### src/design/clsr_pkg.sv
// Shared types, constants and helpers for the crossfade loop sample reader.
// Used by the controller, the datapath and the top level; depends on nothing.
package clsr_pkg;

    localparam int SAMPLE_BITS       = 16;
    localparam int MIN_LOOP_FRAMES   = 4100;
    localparam int DEF_MEMORY_FRAMES = 65536;

    localparam int POS_W       = 17;
    localparam int IN_ADDR_W   = 16;
    localparam int IN_SAMPLE_W = 16;
    localparam int XL_W        = 16;
    localparam int CFG_DATA_W  = 17;
    localparam int CFG_INDEX_W = 3;

    localparam int GAIN_FRAC_BITS = 15;
    localparam int GAIN_W         = GAIN_FRAC_BITS + 1;
    localparam int COEF_W         = GAIN_W + 1;
    localparam int PROD_W         = SAMPLE_BITS + COEF_W;
    localparam int ACC_W          = PROD_W + 1;
    localparam int NUM_W          = POS_W + 2;
    localparam int DEN_W          = XL_W + 1;
    localparam int DIV_CNT_W      = $clog2(GAIN_FRAC_BITS);
    localparam int MUL_TERMS      = 4;
    localparam int MUL_CNT_W      = $clog2(MUL_TERMS + 1);

    localparam logic [GAIN_W-1:0] GAIN_ONE = GAIN_W'(1 << GAIN_FRAC_BITS);

    typedef logic [CFG_INDEX_W-1:0] cfg_index_t;
    localparam cfg_index_t REG_LOOP_START  = 3'd0;
    localparam cfg_index_t REG_LOOP_END    = 3'd1;
    localparam cfg_index_t REG_FRAME_COUNT = 3'd2;
    localparam cfg_index_t REG_STEREO_MODE = 3'd3;
    localparam cfg_index_t REG_XFADE_LEN   = 3'd4;

    typedef enum logic {
        OP_WRITE = 1'b0,
        OP_STEP  = 1'b1
    } opcode_t;

    typedef struct packed {
        opcode_t                        opcode;
        logic [IN_ADDR_W-1:0]           write_address;
        logic signed [IN_SAMPLE_W-1:0]  write_left;
        logic signed [IN_SAMPLE_W-1:0]  write_right;
    } in_item_t;

    typedef struct packed {
        logic signed [SAMPLE_BITS-1:0] left_out;
        logic signed [SAMPLE_BITS-1:0] right_out;
        logic                          in_crossfade;
    } out_item_t;

    typedef enum logic [3:0] {
        ST_IDLE,
        ST_NORM,
        ST_CLAMP,
        ST_CALC,
        ST_READ_PRE,
        ST_READ_CAP,
        ST_GAIN,
        ST_DIV,
        ST_MUL,
        ST_FINISH
    } state_t;

    typedef struct packed {
        logic mem_write;
        logic norm;
        logic clamp;
        logic calc;
        logic read_pre;
        logic capture_pre;
        logic gain;
        logic div_step;
        logic mul_step;
        logic load_out;
    } ctrl_cmd_t;

    typedef struct packed {
        logic op_step;
        logic silent;
        logic div_needed;
        logic div_last;
        logic mul_last;
        logic out_free;
    } dp_status_t;

    // Round half up, drop the gain fraction and saturate to the sample range.
    function automatic logic signed [SAMPLE_BITS-1:0] round_sat(
        input logic signed [ACC_W-1:0] acc
    );
        localparam int Q_W = ACC_W + 1 - GAIN_FRAC_BITS;
        logic signed [ACC_W:0]  biased;
        logic signed [Q_W-1:0]  q;
        logic signed [Q_W-1:0]  max_v;
        logic signed [Q_W-1:0]  min_v;
        biased = $signed({acc[ACC_W-1], acc}) + $signed((ACC_W + 1)'(1 << (GAIN_FRAC_BITS - 1)));
        q      = $signed(biased[ACC_W:GAIN_FRAC_BITS]);
        max_v  = $signed(Q_W'((1 << (SAMPLE_BITS - 1)) - 1));
        min_v  = $signed(Q_W'(-(1 << (SAMPLE_BITS - 1))));
        if (q > max_v) begin
            return max_v[SAMPLE_BITS-1:0];
        end else if (q < min_v) begin
            return min_v[SAMPLE_BITS-1:0];
        end
        return q[SAMPLE_BITS-1:0];
    endfunction

endpackage

### src/design/clsr_ctrl.sv
// Sequencing state machine for the crossfade loop sample reader.
// Depends on clsr_pkg; drives datapath commands from datapath status.
module clsr_ctrl (
    input  logic                  aclk,
    input  logic                  aresetn,
    input  logic                  s_valid,
    output logic                  s_ready,
    input  clsr_pkg::dp_status_t  sts,
    output clsr_pkg::ctrl_cmd_t   cmd
);
    import clsr_pkg::*;

    state_t state_reg;
    state_t state_next;

    always_ff @(posedge aclk) begin
        if (!aresetn) begin
            state_reg <= ST_IDLE;
        end else begin
            state_reg <= state_next;
        end
    end

    always_comb begin
        state_next = state_reg;
        cmd        = '0;
        s_ready    = 1'b0;
        unique case (state_reg)
            ST_IDLE: begin
                s_ready = 1'b1;
                if (s_valid) begin
                    if (sts.op_step) begin
                        state_next = ST_NORM;
                    end else begin
                        cmd.mem_write = 1'b1;
                    end
                end
            end
            ST_NORM: begin
                cmd.norm   = 1'b1;
                state_next = sts.silent ? ST_FINISH : ST_CLAMP;
            end
            ST_CLAMP: begin
                cmd.clamp  = 1'b1;
                state_next = ST_CALC;
            end
            ST_CALC: begin
                cmd.calc   = 1'b1;
                state_next = ST_READ_PRE;
            end
            ST_READ_PRE: begin
                cmd.read_pre = 1'b1;
                state_next   = ST_READ_CAP;
            end
            ST_READ_CAP: begin
                cmd.capture_pre = 1'b1;
                state_next      = ST_GAIN;
            end
            ST_GAIN: begin
                cmd.gain   = 1'b1;
                state_next = sts.div_needed ? ST_DIV : ST_MUL;
            end
            ST_DIV: begin
                cmd.div_step = 1'b1;
                if (sts.div_last) begin
                    state_next = ST_MUL;
                end
            end
            ST_MUL: begin
                cmd.mul_step = 1'b1;
                if (sts.mul_last) begin
                    state_next = ST_FINISH;
                end
            end
            ST_FINISH: begin
                // hold until the output register is free
                if (sts.out_free) begin
                    cmd.load_out = 1'b1;
                    state_next   = ST_IDLE;
                end
            end
            default: begin
                state_next = ST_IDLE;
            end
        endcase
    end

endmodule

### config.mk
export PLATFORM = sky130hd
export DESIGN_NAME = clsr_ctrl
export DESIGN_NICKNAME = d
export VERILOG_FILES = /design/src/design/clsr_pkg.sv /design/src/design/clsr_ctrl.sv
export SDC_FILE = /design/constraint.sdc
export NUM_CORES = 1
export LEC_CHECK = 0
export ABC_AREA = 1
export BUFFER_PORTS_ARGS = -buffer_cell sky130_fd_sc_hd__buf_2
export CAP_MARGIN = 25
export CORE_AREA = 2 2 39 41
export DETAILED_ROUTE_END_ITERATION = 16
export DIE_AREA = 0 0 41 43
export PLACE_DENSITY = 0.58
export SYNTH_ARGS = -nofsm -noshare
export SYNTH_HDL_FRONTEND = slang
export SYNTH_SLANG_ARGS = --single-unit
### constraint.sdc
create_clock -name aclk -period 1.1 [get_ports aclk]
set_input_delay 0.275 -clock aclk [delete_from_list [all_inputs] [get_ports aclk]]
set_output_delay 0.275 -clock aclk [all_outputs]
set_load 0.01 [all_outputs]
==> results.sh <==
export IMPL_grt_overflow=0
export IMPL_largest_reg_flops=4
export IMPL_synth_edf_count=0
export IMPL_arrival_ns=1.09
export IMPL_yosysWarnings=0
export IMPL_coreArea_sq_um=1380
export IMPL_portBuffers=19
export IMPL_grt_max_degree=7
export IMPL_cts_tree="done"
export IMPL_fp_dieW_um=41
export IMPL_cts_max_path_buffers=2
export IMPL_die_h_um=43
export IMPL_antenna_cells=0
export IMPL_hold_class="in -> reg"
export IMPL_antenna_left=0
export IMPL_ctsHtreeMaxLevel=1
export IMPL_synth_nets=83
export IMPL_ys_seq_area_frac=0.203
export IMPL_finalNetCount=125
export IMPL_crit_type="reg -> out"
export IMPL_drv_slew=0
export IMPL_finalClockSkew_ns=0.00195
export IMPL_crit_path_top_delay_cell="dfxtp_4"
export IMPL_start_util=0.286
export IMPL_wirelength_um=1380
export IMPL_synth_top_area_cell="dfxtp_1"
export IMPL_nFillCells=137
export IMPL_drt_iter0_drc=2
export IMPL_tns_ns=-3.08
export IMPL_crit_chain="inv_4 > nor4_4 > buf_2"
export IMPL_cp_max_fo=5
export IMPL_synth_commonest_cells="17 x nand2_1, 16 x nor2_1, 12 x inv_1"
export IMPL_rows=14
export IMPL_postPlaceCellArea_sq_um=574
export IMPL_fin_crit_sh=1.24
export IMPL_ys_flop_type="dfxtp_1"
export IMPL_grt_pass1_vias=553
export IMPL_wire_per_inst_um=10.6
export IMPL_setup_slack_ns=-0.265
export IMPL_cpLargestDelayFamily="flip-flops"
export IMPL_slowest_delay_ns=0.39
export IMPL_outcome="finished with violations"
export IMPL_cp_start_kind="flop"
export IMPL_synth_area_leaders="dfxtp_1 20%, nand2_1 16%, nor2_1 15%"
export IMPL_maxSlewHeadroom=0.880
export IMPL_power_total_uw=1550
export IMPL_vias=591
export IMPL_drive_gt1_frac=0.623
export IMPL_clock_root_buffer="clkbuf_4"
export IMPL_netlist_instances=74
export IMPL_cts_buffers=3
export IMPL_pwr_density_cell_nw_per_um2=1890
export IMPL_period_needed_ns=1.37
export IMPL_synth_distinct_cells=19
export IMPL_synth_most_common_cell="nand2_1"
export IMPL_stdcell_area_sq_um=822
export IMPL_clock_fmax_mhz=732
export IMPL_clkTransAtPathRegs_ns=0.04
export IMPL_hold_viol_final=0
export IMPL_worstPathRequired_ns=0.82
export IMPL_area_growth_pct=108
export IMPL_cts_hold_buf=0
export IMPL_gp_congestion=0.763
export IMPL_synth_area_sq_um=395
export IMPL_dp_hpwl_um=924
export IMPL_antenna_found_initial=0
export IMPL_crit_buf_inv=2
export IMPL_drc_errors=0
export IMPL_end_kind="output pin"
export IMPL_io_pins=20
export IMPL_violations="negative setup slack"
export IMPL_cts_sinks=4
export IMPL_dr_pass1_iters=2
export IMPL_final_core_utilization=0.594
export IMPL_synth_area_per_cell_sq_um=5.34
export IMPL_grt_first_pass_wirelength_um=2150
export IMPL_max_cap_violations=0
export IMPL_ys_ff_latch=4
export IMPL_async_reset_ff_frac=0
export IMPL_rsz0062_at_grt="yes"
export IMPL_viasPerCell=4.55
export IMPL_setup_viol=15
export IMPL_p_leak_uw=0.000467
export IMPL_max_slew_worst_pin_slew_ns=0.179
export IMPL_yosysTopAreaCellShare=0.203
export IMPL_pre_cts_ws_ns=-0.133
export IMPL_die_area_sq_um=1760
export IMPL_ir_drop_mv=0.952
export IMPL_clkLatencyLatePin_ns=0.23
export IMPL_grt_util_all_layers=0.181
[worst reg2reg max path, cell delays in order (launching register included)]
cell and delay (ns):
dfxtp_4 0.39, inv_4 0.07, nand2_4 0.09, nor3_4 0.04, buf_4 0.12, buf_4 0.12
buf_4 0.12, nand2_1 0.06, nand3_2 0.06, nor2_1 0.08, nor2_1 0.05
[layout make-up]
type                    instances  area, sq um  share of cell area
multi-input cells              54          367               0.446
repair buffers                 37          250               0.304
flip-flops and latches          4         95.1               0.116
inverters                      16         67.6              0.0822
clock buffers                   3         22.5              0.0274
well taps                      16         20.0              0.0244
[layout by cell type (no fill, tap or decap)]
cell,count
nand4_1,1
nor2_2,3
clkinv_1,1
o21bai_1,1
inv_1,10
nor3_1,1
nor2_1,10
nand3b_1,1
nand3_1,4
a21oi_1,1
nor4_4,1
nand3_2,4
dfxtp_4,4
clkbuf_4,3
nand2_4,2
buf_4,16
inv_4,3
buf_6,4
nand2_1,12
nor2_4,6
nand2_2,4
inv_2,2
a41oi_2,1
buf_2,17
nor3_4,1
o21ai_1,1
[metal layers]
| metal | GRT usage | vias up | wire length (um) |
|---|---|---|---|
| met5 | 0 | - | 0 |
| met4 | 0.100 | 0 | 21 |
| met3 | 0.0314 | 4 | 43 |
| met2 | 0.300 | 11 | 767 |
| met1 | 0.202 | 263 | 551 |
| li1 | - | 313 | - |
[stage by stage]
stage,hold slack (ns),instances
3_5_place_dp,0.532,116
3_3_place_gp,0.527,116
5_1_grt,0.283,130
6_report,0.279,130
2_1_floorplan,0.395,74
4_1_cts,0.271,128
[cells by family (layout without fill, tap and decap cells)]
family                 Yosys count  after routing  synth area share
flip-flops                       4              4             0.203
AO/OA/AOI/OAI                    4              4            0.0664
buffers and inverters           16             56             0.152
AND/OR/NAND/NOR                 50             50             0.579
[power by group]
group	switching, uW	internal [uW]
clock network	60.5	122
registers	105	207
logic	561	498
total	727	827
[final timing paths]
check                             startpoint           end  slack [ns]  cells after the start
worst max-delay path            state_reg[3]        cmd[0]       -0.27                      3
worst min-delay path                 aresetn  state_reg[3]        0.28                      3
worst max register to register  state_reg[3]  state_reg[3]       -0.20                     10
worst min register to register  state_reg[0]  state_reg[0]        0.56                      2
[repair_timing]
| item | CTS | global route |
|---|---|---|
| buffers inserted | 9 | 2 |
| endpoints found under the setup margin | 15 | 15 |
| pin swaps | 9 | 5 |
| gates resized for setup | 27 | 14 |
No activity file was read; power rests on OpenSTA's default activity.
